File: config.mk
export PLATFORM = sky130hd
export DESIGN_NAME = grfm_ctrl
export DESIGN_NICKNAME = d
export VERILOG_FILES = /design/src/grfm_pkg.sv /design/src/grfm_ctrl.sv
export SDC_FILE = /design/constraint.sdc
export NUM_CORES = 1
export LEC_CHECK = 0
export BUFFER_PORTS_ARGS = -buffer_cell sky130_fd_sc_hd__clkbuf_2
export CAP_MARGIN = 0
export CORE_MARGIN = 5
export CORE_UTILIZATION = 25
export CTS_CLUSTER_DIAMETER = 150
export CTS_CLUSTER_SIZE = 25
export DETAILED_ROUTE_END_ITERATION = 6
export GPL_TIMING_DRIVEN = 0
export HOLD_SLACK_MARGIN = 0.02
export PLACE_DENSITY = 0.54
export SLEW_MARGIN = 20
export SYNTH_ARGS = -nofsm -noshare
export SYNTH_HDL_FRONTEND = slang
export SYNTH_SLANG_ARGS = --single-unit
File: constraint.sdc
create_clock -name clk -period 2.45 [get_ports clk]
set_clock_uncertainty 0.2 [all_clocks]
set_input_delay 0 -clock clk [delete_from_list [all_inputs] [get_ports clk]]
set_output_delay 0 -clock clk [all_outputs]
set_load 0.005 [all_outputs]
File: src/grfm_pkg.sv
package grfm_pkg;

  // fixed widths of the internal datapath
  localparam int ANG_W        = 24;
  localparam int DIR_W        = 16;
  localparam int CORDIC_ITERS = 14;

  // angles in 1/4096 degree, cordic values in q.20
  localparam logic signed [ANG_W-1:0] QUARTER_TURN = 24'sd368640;
  localparam logic signed [ANG_W-1:0] CORDIC_GAIN  = 24'sd636750;

  // configuration register indexes
  localparam logic [1:0] CFG_CELL_SIZE = 2'd0;
  localparam logic [1:0] CFG_VIEW_DIST = 2'd1;
  localparam logic [1:0] CFG_FOV       = 2'd2;

  // arctangent table for the rotation steps
  function automatic logic signed [ANG_W-1:0] atan_q(input logic [3:0] i);
    logic signed [ANG_W-1:0] v;
    case (i)
      4'd0:    v = 24'sd184320;
      4'd1:    v = 24'sd108810;
      4'd2:    v = 24'sd57492;
      4'd3:    v = 24'sd29184;
      4'd4:    v = 24'sd14649;
      4'd5:    v = 24'sd7331;
      4'd6:    v = 24'sd3667;
      4'd7:    v = 24'sd1833;
      4'd8:    v = 24'sd917;
      4'd9:    v = 24'sd458;
      4'd10:   v = 24'sd229;
      4'd11:   v = 24'sd115;
      4'd12:   v = 24'sd57;
      4'd13:   v = 24'sd29;
      default: v = 24'sd0;
    endcase
    return v;
  endfunction

  typedef enum logic [3:0] {
    S_CLEAR, S_IDLE, S_FDIV, S_RAY, S_NORM, S_CORDIC, S_DIR,
    S_CHK, S_SAMP, S_PDIV, S_LOOK, S_TEST, S_EMIT
  } state_t;

  typedef enum logic [3:0] {
    OP_NOP, OP_CLR, OP_WRITE, OP_LOAD, OP_FDIV, OP_RAY, OP_NORM, OP_CINIT,
    OP_CORD, OP_DIR, OP_MUL, OP_SAMP, OP_PDIV, OP_LOOK, OP_ADV, OP_NEXT
  } op_t;

  typedef struct packed {
    logic clr_done;
    logic fdiv_done;
    logic norm_ok;
    logic cord_done;
    logic pdiv_done;
    logic d_done;
    logic wall_hit;
    logic last_ray;
  } status_t;

endpackage

File: src/grfm_ctrl.sv
module grfm_ctrl (
  input  logic              clk,
  input  logic              rst_n,
  input  logic              in_tvalid,
  input  logic              in_func,
  input  logic              out_tready,
  input  grfm_pkg::status_t st,
  output logic              in_tready,
  output logic              out_tvalid,
  output grfm_pkg::op_t     op
);

  grfm_pkg::state_t state_r, state_nxt;

  // state register
  always_ff @(posedge clk) begin
    if (!rst_n) begin
      state_r <= grfm_pkg::S_CLEAR;
    end else begin
      state_r <= state_nxt;
    end
  end

  // next state and commands
  always_comb begin
    state_nxt  = state_r;
    op         = grfm_pkg::OP_NOP;
    in_tready  = 1'b0;
    out_tvalid = 1'b0;
    case (state_r)
      grfm_pkg::S_CLEAR: begin
        op = grfm_pkg::OP_CLR;
        if (st.clr_done) state_nxt = grfm_pkg::S_IDLE;
      end
      grfm_pkg::S_IDLE: begin
        in_tready = 1'b1;
        if (in_tvalid) begin
          if (in_func) begin
            op        = grfm_pkg::OP_LOAD;
            state_nxt = grfm_pkg::S_FDIV;
          end else begin
            op = grfm_pkg::OP_WRITE;
          end
        end
      end
      grfm_pkg::S_FDIV: begin
        op = grfm_pkg::OP_FDIV;
        if (st.fdiv_done) state_nxt = grfm_pkg::S_RAY;
      end
      grfm_pkg::S_RAY: begin
        op        = grfm_pkg::OP_RAY;
        state_nxt = grfm_pkg::S_NORM;
      end
      grfm_pkg::S_NORM: begin
        if (st.norm_ok) begin
          op        = grfm_pkg::OP_CINIT;
          state_nxt = grfm_pkg::S_CORDIC;
        end else begin
          op = grfm_pkg::OP_NORM;
        end
      end
      grfm_pkg::S_CORDIC: begin
        op = grfm_pkg::OP_CORD;
        if (st.cord_done) state_nxt = grfm_pkg::S_DIR;
      end
      grfm_pkg::S_DIR: begin
        op        = grfm_pkg::OP_DIR;
        state_nxt = grfm_pkg::S_CHK;
      end
      grfm_pkg::S_CHK: begin
        if (st.d_done) begin
          state_nxt = grfm_pkg::S_EMIT;
        end else begin
          op        = grfm_pkg::OP_MUL;
          state_nxt = grfm_pkg::S_SAMP;
        end
      end
      grfm_pkg::S_SAMP: begin
        op        = grfm_pkg::OP_SAMP;
        state_nxt = grfm_pkg::S_PDIV;
      end
      grfm_pkg::S_PDIV: begin
        op = grfm_pkg::OP_PDIV;
        if (st.pdiv_done) state_nxt = grfm_pkg::S_LOOK;
      end
      grfm_pkg::S_LOOK: begin
        op        = grfm_pkg::OP_LOOK;
        state_nxt = grfm_pkg::S_TEST;
      end
      grfm_pkg::S_TEST: begin
        if (st.wall_hit) begin
          state_nxt = grfm_pkg::S_EMIT;
        end else begin
          op        = grfm_pkg::OP_ADV;
          state_nxt = grfm_pkg::S_CHK;
        end
      end
      grfm_pkg::S_EMIT: begin
        out_tvalid = 1'b1;
        if (out_tready) begin
          if (st.last_ray) begin
            state_nxt = grfm_pkg::S_IDLE;
          end else begin
            op        = grfm_pkg::OP_NEXT;
            state_nxt = grfm_pkg::S_RAY;
          end
        end
      end
      default: state_nxt = grfm_pkg::S_CLEAR;
    endcase
  end

endmodule

### Word level (Yosys, flattened, before mapping)

Index checks and enable logic that the tools add are counted.

* memory bits (writable): 0
* output and inout bits: 6
* bits in latches: 0
* register bits after elaboration: 4
* memories kept: 0
* memory bits (read-only): 0
* logic and storage cells: 45

* div/mod/pow operators: 0
* order comparisons: 0
* reductions and logical operators: 2
* bitwise gates (word level): 0
* $mul: 0
* mux-type cells: 22
* shift-type cells: 0
* add/subtract/negate cells: 0
* eq/ne operators: 20

Operators by type and width (count)
* one-hot mux 4 bit (13 select lines): 2
* 2-to-1 mux 4 bit: 13
* == test 4 bit, second input constant: 5
* == test 4 x 3 -> 1 bit, second input constant: 4
* != test 2 bit, second input constant: 8
* == test 4 x 2 -> 1 bit, second input constant: 2
* AND reduction 8 bit: 1
* == test 4 x 1 -> 1 bit, second input constant: 1
* zero test 4 bit: 1
* 2-to-1 mux 1 bit: 4
* 2-to-1 mux 2 bit: 2
* 2-to-1 mux 3 bit: 1

### Depth between registers and ports, before layout

Gate-level depths: netlist (run 1).

* depth in word-level cells: 3
* gate-level depth with buffers: 6
* depth with buffers taken out: 5

### Worst setup path before layout (run 1)

Ideal clock, no wire load.

* path type: register to register
* from: register state_r[3]
* to: register state_r[3]
* library setup time: 121 ps
* required time: 2129 ps
* period minus slack after synthesis: 1461 ps
* path slack: 989 ps
* cell stages (with the launch flop): 7
* arrival time: 1140 ps
* cells stage by stage: dfxtp_1 > buf_4 > nor3b_2 > a21oi_2 > o32ai_2 > or3_4 > o21ai_1

* word-level cells in the longest chain between the ends: 3
* elaborated cells on any way between the ends: 23
* those cells by class: eq/ne: 20; mux: 1; reduce/logical: 2

RTL lines
* start: declaration: line grfm_ctrl.sv:13 `grfm_pkg::state_t state_r, state_nxt;`
* start signal: assignment: line grfm_ctrl.sv:18 `state_r <= grfm_pkg::S_CLEAR;`
* start signal: assignment: line grfm_ctrl.sv:20 `state_r <= state_nxt;`
* == test 4 x 2 -> 1 bit (tied with other cells): line grfm_ctrl.sv:30 `case (state_r)`
* != test 2 bit (no line)
* AND reduction 8 bit (no line)

Several ways; a longest one is shown, not always the timed one.
A chain may end at the register's enable or synchronous reset.

### Final worst setup path (run 1)

* from: register state_r[3]
* to: register state_r[2]

The elaborated chain is that of the path after synthesis.

==> results.py, run 1 <==
metrics = {
    "grt": {
        "track_usage_pct": 10.3,
        "grt_pass1_wl_um": 2590,
        "grt_max_degree": 11,
        "grt_overflow": 0,
        "grt_pass1_vias": 617,
        "antenna_found_initial": 0,
    },
    "sta": {
        "finalCritPeriodShare_pct": 81.8,
        "finalHoldViolCount": 0,
        "slew_viol_final": 0,
        "maxSlewHeadroom_pct": 72.8,
        "setup_tns_ns": 0,
        "rsz0062_at_grt": "no",
        "period_minus_slack_ns": 2.00,
        "setup-violations-final": 0,
        "fmax_mhz": 499,
        "max_slew.worst_pin.slew_ns": 0.409,
    },
    "worst_hold_path": {
        "hold_depth": 4,
        "hold_path.class": "in -> reg",
    },
    "clock_tree": {
        "clk_latency_ns": 0.23,
        "htreeDepth": 1,
        "cts_buffers": 3,
        "cts_max_path_buffers": 2,
        "cts.repair.resized": 0,
        "cts_sinks": 4,
        "tritoncts": "built",
        "post-cts-setup-buffers": 0,
        "clk_pin_slew_ns": 0.04,
        "cts-root-buf": "clkbuf_4",
    },
    "setup_path": {
        "arrival_ns": 1.97,
        "cp_cell_sequence": "buf_4, nor3b_2, a21oi_2, o32ai_2, nand2_1, dlygate4sd3_1, o21ai_1",
        "required_ns": 2.41,
        "critPathMaxFanout": 10,
        "cp.depth": 7,
        "cpLargestDelayFamily": "buffers and inverters",
        "path_buf_inv": 2,
        "worst_r2r_path_depth": 7,
        "endpoint_kind": "flop",
        "crit_path_start_kind": "flop",
        "slowest_stage": "dlygate4sd3_1",
        "cp_slowest_stage_delay_ns": 0.57,
        "worstSetupPathType": "reg -> reg",
    },
    "layout": {
        "finalNonFillerCells": 134,
        "top_regs": "state_r: 4 flops",
        "post-route-util_pct": 36.9,
        "top_register": "state_r",
        "drive_above_1_share_pct": 31.8,
        "largest_reg_flops": 4,
        "area_growth_pct": 39.9,
        "antennaDiodeCount": 0,
        "fin_nets": 122,
    },
    "placement": {
        "portBuffers": 18,
        "place_hpwl_um": 1230,
        "globalplace.congestion": 0.813,
        "dp.cells": 125,
    },
    "floorplanning": {
        "rows": 16,
        "ios": 19,
        "dieWidth_um": 55.5,
        "core_um2": 1960,
        "initial_core_util_pct": 26.4,
        "dieArea_um2": 3080,
        "fp.dieH_um": 55.5,
    },
    "pwr": {
        "powerDensity_nw_per_um2": 742,
        "vdd_drop_max_mv": 0.256,
        "p_leak_nw": 0.322,
    },
    "drt": {
        "ant_nets": 0,
        "finalWirelength_um": 1600,
        "num_vias": 686,
        "routedWlPerCell_um": 12.0,
        "drt_first_pass_iters": 4,
        "detailedRoute.firstIterationViolations": 34,
        "vias_per_cell": 5.12,
        "drcViolationCount": 0,
    },
    "yosys": {
        "netlist_instances": 80,
        "yosysUniqueCellTypes": 33,
        "yosys_warnings": 0,
        "ys_ff_latch": 4,
        "synth-seq-area-share_pct": 15.5,
        "synth_nets": 93,
        "synth_area_um2": 518,
        "postSynthAreaPerCell_um2": 6.47,
    },
    "status": {
        "outcome": "finished clean",
    },
    "flow_run": {
        "cap_violations": 0,
    },
}
## routing by layer
metal  part of all wire, %  up-vias  GRT usage (%)
met2                    44       42           15.2
met5                     0        -              0
met4                     0        0           2.43
met1                    45      306           13.1
met3                    12        0           5.59
li1                      -      338              -
## worst register-to-register path, delay by kind of cell (launching register included)
| kind | cells | cell delay, ns |
|---|---|---|
| buf+inv | 2 | 0.73 |
| flops | 1 | 0.29 |
| simple gates | 2 | 0.32 |
| compound gates | 3 | 0.39 |
## final timing paths
check,from,to,slack (ns)
worst max-delay path,state_r[3],state_r[2],0.45
worst min-delay path,st[1],state_r[0],0.06
worst max register to register,state_r[3],state_r[2],0.45
worst min register to register,state_r[2],state_r[1],0.47
## timing repair
item,CTS,global route
hold endpoints to repair,4,0
endpoints found under the setup margin,0,0
hold buffers,6,0
## logic make-up (layout without fill, tap and decap cells)
kind of cell,Yosys count,in the layout,share of synthesized area (%)
AO/OA/AOI/OAI,27,27,34.3
AND/OR/NAND/NOR,39,39,38.9
flip-flops,4,4,15.5
XOR/XNOR,1,1,1.69
buffers and inverters,9,36,9.66
## power breakdown
part / total, mW / switching, mW / internal (mW) / leakage [nW]
combinational: 0.353 / 0.197 / 0.156 / 0.275
clock: 0.0804 / 0.0257 / 0.0547 / 0.0138
sequential: 0.105 / 0.0226 / 0.0822 / 0.0327
total: 0.538 / 0.245 / 0.292 / 0.322
## Yosys cell counts, drive strengths merged
library cell / number / area [µm²]
a211oi: 1 / 7.51
a21oi: 8 / 43.8
a22oi: 2 / 15.0
a31oi: 1 / 6.26
a32oi: 1 / 8.76
buf: 4 / 31.3
clkbuf: 1 / 3.75
dfxtp: 4 / 80.1
inv: 4 / 15.0
nand2: 12 / 45.0
nand2b: 1 / 6.26
nand3: 4 / 20.0
nand3b: 1 / 7.51
nor2: 14 / 55.1
nor2b: 3 / 18.8
nor3: 1 / 10.0
nor3b: 1 / 12.5
nor4b: 1 / 15.0
o2111ai: 1 / 8.76
o211ai: 1 / 7.51
o21ai: 9 / 48.8
o221ai: 1 / 8.76
o22ai: 1 / 6.26
o32ai: 1 / 16.3
or3: 1 / 11.3
xor2: 1 / 8.76
## cell type report
class	instances	area, µm²
clock buffers	3	22.5
inverters	4	15.0
multi-input cells	67	388
well taps	27	33.8
plain buffers	5	35.0
fillers	230	1240
flip-flops and latches	4	80.1
repair buffers	24	150
## layout by cell type (no fill, tap or decap), types with 2 or more instances in the layout
master and n:
a21oi_1 7, a22oi_1 2, dlygate4sd3_1 6, nand2_1 12
inv_1 3, nor2b_1 3, clkbuf_2 18, nor2_1 13
clkbuf_4 3, o21ai_1 3, dfxtp_1 4, nand3_1 4
o21ai_0 5, buf_4 2
## metrics by stage
stage	cell area (µm²)	power (mW)	hold slack, ns	worst slack (ns)
after floorplan	518	0.357	-0.0854	0.989
after global placement	642	0.456	0.103	0.839
after detailed placement	642	0.452	0.0760	0.880
after CTS	724	0.544	0.0568	0.462
after global routing	724	0.598	0.0775	0.266
final	724	0.538	0.0594	0.445
(Power assumes the default switching activity.)
==> inputs of run 2 (changes only) <==
PLACE_DENSITY = 0.56   (was 0.54)
clock period = 1.6 ns   (was 2.45 ns; I/O delays follow)
==> results.py, run 2 (synthesized netlist as in run 1, its figures left out) <==
metrics = {
    "status": {
        "outcome": "finished clean",
    },
    "pwr": {
        "seqPwrFrac_pct": 18.5,
        "p_leak_nw": 0.383,
        "combPwrFrac_pct": 68.2,
        "p_clk_share_pct": 13.3,
        "p_sw_uw": 489,
        "vdd_drop_max_mv": 0.739,
        "powerDensity_nw_per_um2": 1180,
        "p_sw_share_pct": 47.2,
        "p_int_uw": 547,
    },
    "setup_path": {
        "required_ns": 1.57,
        "crit_path_start_kind": "flop",
        "worst_r2r_path_depth": 6,
        "rr_endpoint": "state_r[1]",
        "startpoint": "state_r[3]",
        "path_buf_inv": 1,
        "cpLargestDelayFamily": "simple AND/OR/NAND/NOR gates",
        "endpoint_kind": "flop",
        "rrSetupSlack_ns": 0.02,
        "arrival_ns": 1.55,
        "worstReg2RegStart": "state_r[3]",
        "cp_cell_sequence": "buf_6, nor2_2, nand3_1, o2111ai_2, or3_4, o21ai_2",
        "critPathMaxFanout": 8,
        "worstSetupPathType": "reg -> reg",
        "cp_slowest_stage_delay_ns": 0.42,
        "slowest_stage": "or3_4",
    },
    "layout": {
        "antennaDiodeCount": 0,
        "top_regs": "state_r: 4 flops",
        "final_common_cell": "clkbuf_2",
        "largest_reg_flops": 4,
        "top_register": "state_r",
        "drive_above_1_share_pct": 51.8,
        "fin_nets": 125,
        "final_cell_mix": "18 x clkbuf_2, 11 x nor2_1, 8 x nand2_1, 6 x a21oi_1, 6 x dlygate4sd3_1",
        "stdcell_area_um2": 880,
        "area_growth_pct": 69.8,
    },
    "sta": {
        "maxSlewHeadroom_pct": 81.4,
        "fmax_mhz": 633,
        "max_slew.worst_pin.slew_ns": 0.279,
        "slew_viol_final": 0,
        "period_minus_slack_ns": 1.58,
        "rsz0062_at_grt": "yes",
        "setup-violations-final": 0,
        "finalHoldViolCount": 0,
        "setup_ws_ns": 0.0208,
        "finalCritPeriodShare_pct": 98.7,
        "setup_tns_ns": 0,
    },
    "drt": {
        "ant_nets": 0,
        "vias_per_cell": 5.07,
        "drt_first_pass_iters": 4,
        "detailedRoute.firstIterationViolations": 21,
        "num_vias": 694,
        "routedWlPerCell_um": 13.4,
        "drcViolationCount": 0,
        "finalWirelength_um": 1840,
    },
    "placement": {
        "place_hpwl_um": 1220,
        "dpl_cell_area_um2": 642,
        "portBuffers": 18,
        "globalplace.congestion": 0.838,
        "dp_worst_setup_slack_ns": -0.0129,
    },
    "worst_hold_path": {
        "worstHoldEndpoint": "state_r[0]",
        "hp-start": "st[1]",
        "hold_depth": 4,
        "hold_path.class": "in -> reg",
    },
    "clock_tree": {
        "htreeDepth": 1,
        "tritoncts": "built",
        "cts_max_path_buffers": 2,
        "cts-root-buf": "clkbuf_4",
        "clk_latency_ns": 0.25,
        "clk_pin_slew_ns": 0.05,
        "cts_sinks": 4,
        "cts_buffers": 3,
    },
    "floorplanning": {
        "rows": 16,
        "fp.dieH_um": 55.5,
        "dieArea_um2": 3080,
        "initial_core_util_pct": 26.4,
        "ios": 19,
        "core_um2": 1960,
        "dieWidth_um": 55.5,
    },
    "grt": {
        "grt_overflow": 0,
        "grt_max_degree": 11,
        "antenna_found_initial": 0,
        "grt_pass1_wl_um": 2870,
        "grt_pass1_vias": 613,
        "track_usage_pct": 11.4,
    },
    "flow_run": {
        "cap_violations": 0,
    },
}
[run 2: cell count changes in the layout (fill, tap and decap cells not counted), sizes merged]
cell    change
buf         +4
clkbuf      -1
[run 2: worst max path at each step]
stage / end / slack (ns) / depth (start not counted)
floorplan: state_r[3] / 0.14 / 6
global placement: state_r[3] / -0.02 / 5
detailed placement: state_r[3] / -0.01 / 5
CTS: op[1] / -0.02 / 6
global route: state_r[1] / -0.04 / 6
finish: state_r[1] / 0.02 / 6
[run 2: final cells by class]
class	count	area (µm²)
plain buffers	5	63.8
inverters	4	15.0
clock buffers	3	22.5
repair buffers	27	173
fillers	217	1080
flip-flops and latches	4	91.3
multi-input cells	67	480
well taps	27	33.8
[run 2: metal layers]
metal	vias up	share of wire [%]	wire, µm	track usage (%)
li1	346	-	-	-
met1	323	46	839	15.2
met2	21	47	871	17.2
met3	4	5.6	103	3.26
met4	0	1.3	23	4.17
met5	-	0	0	0
[run 2: per-stage QoR]
stage | hold WS [ns] | power [mW] | std cells | util, %
detailed placement | 0.0852 | 0.695 | 125 | 32.7
global route | 0.113 | 1.11 | 137 | 44.8
CTS | 0.0541 | 0.860 | 135 | 38.4
finish | 0.0623 | 1.04 | 137 | 44.8
global placement | 0.0890 | 0.694 | 125 | 32.7
floorplan | -0.0854 | 0.546 | 80 | -
[run 2: worst reg2reg max path, stage by stage, from the launching register on]
cell and delay, ns:
dfxtp_1 0.31, buf_6 0.14, nor2_2 0.07, nand3_1 0.12, o2111ai_2 0.12, or3_4 0.42
o21ai_2 0.12
[run 2: power by group through the flow]
stage                     Sequential (mW)  Clock [mW]  Combinational, mW
after floorplan                     0.153           0              0.393
after global placement              0.162           0              0.532
after detailed placement            0.164           0              0.531
after CTS                           0.166       0.139              0.555
after global routing                0.197       0.139              0.777
final                               0.192       0.138              0.707
[run 2: timing repair]
item	CTS	global route
endpoints found under the hold margin	4	0
hold buffers	6	0
pin swaps	0	9
endpoints found under the setup margin	8	9
resized for setup	8	30
setup buffers	1	2
==> inputs of run 3 (changes only) <==
CELL_PAD_IN_SITES_DETAIL_PLACEMENT = 2   (was unset)
CELL_PAD_IN_SITES_GLOBAL_PLACEMENT = 2   (was unset)
CORE_UTILIZATION = 21   (was 25)
PLACE_DENSITY = 0.79   (was 0.56)
==> results.py, run 3 (synthesized netlist as in run 1, its figures left out) <==
metrics = {
    "status": {
        "outcome": "finished with violations",
        "violations": "negative setup slack",
    },
    "layout": {
        "final_common_cell": "clkbuf_2",
        "fillerInstances": 286,
        "post-route-util_pct": 37.5,
        "top_register": "state_r",
        "antennaDiodeCount": 0,
        "fin_nets": 127,
        "final_cell_mix": "16 x clkbuf_2, 11 x nor2_1, 10 x nand2_1, 7 x a21oi_1, 6 x dlygate4sd3_1",
        "top_regs": "state_r: 4 flops",
        "largest_reg_flops": 4,
        "finalNonFillerCells": 142,
        "stdcell_area_um2": 903,
        "drive_above_1_share_pct": 52.7,
        "area_growth_pct": 74.4,
    },
    "clock_tree": {
        "clk_pin_slew_ns": 0.04,
        "htreeDepth": 1,
        "cts-root-buf": "clkbuf_4",
        "cts_sinks": 4,
        "cts_buffers": 3,
        "cts_max_path_buffers": 2,
        "tritoncts": "built",
        "clk_latency_ns": 0.24,
    },
    "grt": {
        "grt_max_degree": 11,
        "track_usage_pct": 13.4,
        "grt_pass1_wl_um": 3650,
        "grt_overflow": 0,
        "antenna_found_initial": 0,
        "grt_pass1_vias": 803,
    },
    "drt": {
        "routedWlPerCell_um": 16.9,
        "drt_first_pass_iters": 4,
        "ant_nets": 0,
        "finalWirelength_um": 2400,
        "vias_per_cell": 5.22,
        "num_vias": 741,
        "drcViolationCount": 0,
        "detailedRoute.firstIterationViolations": 6,
    },
    "sta": {
        "fmax_mhz": 609,
        "period_minus_slack_ns": 1.64,
        "setup_ws_ns": -0.0409,
        "slew_viol_final": 0,
        "setup-violations-final": 4,
        "finalCritPeriodShare_pct": 103,
        "rsz0062_at_grt": "yes",
        "setup_tns_ns": -0.117,
        "maxSlewHeadroom_pct": 70.8,
        "holdWs_ns": 0.0649,
        "finalHoldViolCount": 0,
        "max_slew.worst_pin.slew_ns": 0.437,
    },
    "setup_path": {
        "arrival_ns": 1.61,
        "worstSetupPathType": "reg -> reg",
        "critPathMaxFanout": 5,
        "worst_r2r_path_depth": 6,
        "required_ns": 1.57,
        "rr_endpoint": "state_r[2]",
        "crit_path_start_kind": "flop",
        "endpoint_kind": "flop",
        "worstReg2RegStart": "state_r[3]",
        "rrSetupSlack_ns": -0.04,
    },
    "placement": {
        "dpl_cell_area_um2": 646,
        "dp.cells": 128,
        "portBuffers": 18,
        "place_hpwl_um": 1580,
        "dp_worst_setup_slack_ns": -0.0754,
        "globalplace.congestion": 0.802,
    },
    "pwr": {
        "vdd_drop_max_mv": 0.713,
        "p_leak_nw": 0.396,
        "p_total_mw": 1.06,
        "powerDensity_nw_per_um2": 1170,
    },
    "floorplanning": {
        "initial_core_util_pct": 21.5,
        "fp.dieH_um": 59.7,
        "ios": 19,
        "core_um2": 2410,
        "dieWidth_um": 59.7,
        "dieArea_um2": 3560,
        "rows": 18,
    },
    "worst_hold_path": {
        "hold_depth": 4,
        "hold_path.class": "in -> reg",
        "hp-start": "st[1]",
        "worstHoldEndpoint": "state_r[0]",
    },
    "flow_run": {
        "cap_violations": 0,
    },
}
run 3: final cells by class:
cell class                      count  area [µm²]  share of cell area (%)
Inverter                            4        15.0                    1.66
Multi-Input combinational cell     67         474                    52.5
Tap cell                           30        37.5                    4.16
Buffer                              5        66.3                    7.34
Clock buffer                        3        22.5                    2.49
Timing Repair Buffer               29         195                    21.6
Sequential cell                     4        92.6                    10.2
run 3: per-layer routing:
layer | track usage (%) | vias up | share of wire (%) | wire length (µm)
met5 | 0 | - | 0 | 0
met4 | 3.80 | 0 | 0.67 | 16
met3 | 1.51 | 2 | 3.7 | 89
met2 | 22.4 | 21 | 52 | 1260
met1 | 18.1 | 369 | 43 | 1030
li1 | - | 349 | - | -
run 3: report_power, final:
group | internal [mW] | switching, mW | leakage, nW | total, mW
clock network | 0.0841 | 0.0446 | 0.0138 | 0.129
logic | 0.328 | 0.404 | 0.347 | 0.732
registers | 0.140 | 0.0569 | 0.0353 | 0.197
total | 0.552 | 0.506 | 0.396 | 1.06
run 3: worst max-delay path by stage:
stage | startpoint | end | slack (ns) | depth (start not counted)
floorplan | state_r[3] | state_r[3] | 0.14 | 6
global placement | state_r[2] | state_r[0] | -0.006 | 5
detailed placement | state_r[3] | state_r[0] | -0.08 | 6
CTS | state_r[3] | state_r[0] | -0.02 | 6
global route | state_r[3] | state_r[0] | -0.09 | 6
finish | state_r[3] | state_r[2] | -0.04 | 6
run 3: repair_timing:
action / in CTS / in global routing
setup endpoints to repair: 9 / 8
hold buffers: 6 / 0
buffers inserted: 1 / 3
gates resized for setup: 18 / 23
pin swaps: 6 / 9
endpoints found under the hold margin: 4 / 0
gates cloned: 0 / 1
run 3: critical path, cell delays in order (launching register included):
cell and delay, ns:
dfxtp_2 0.32, buf_6 0.13, buf_6 0.12, a21oi_2 0.14, o32ai_2 0.11, or3_4 0.43, o21ai_2 0.12
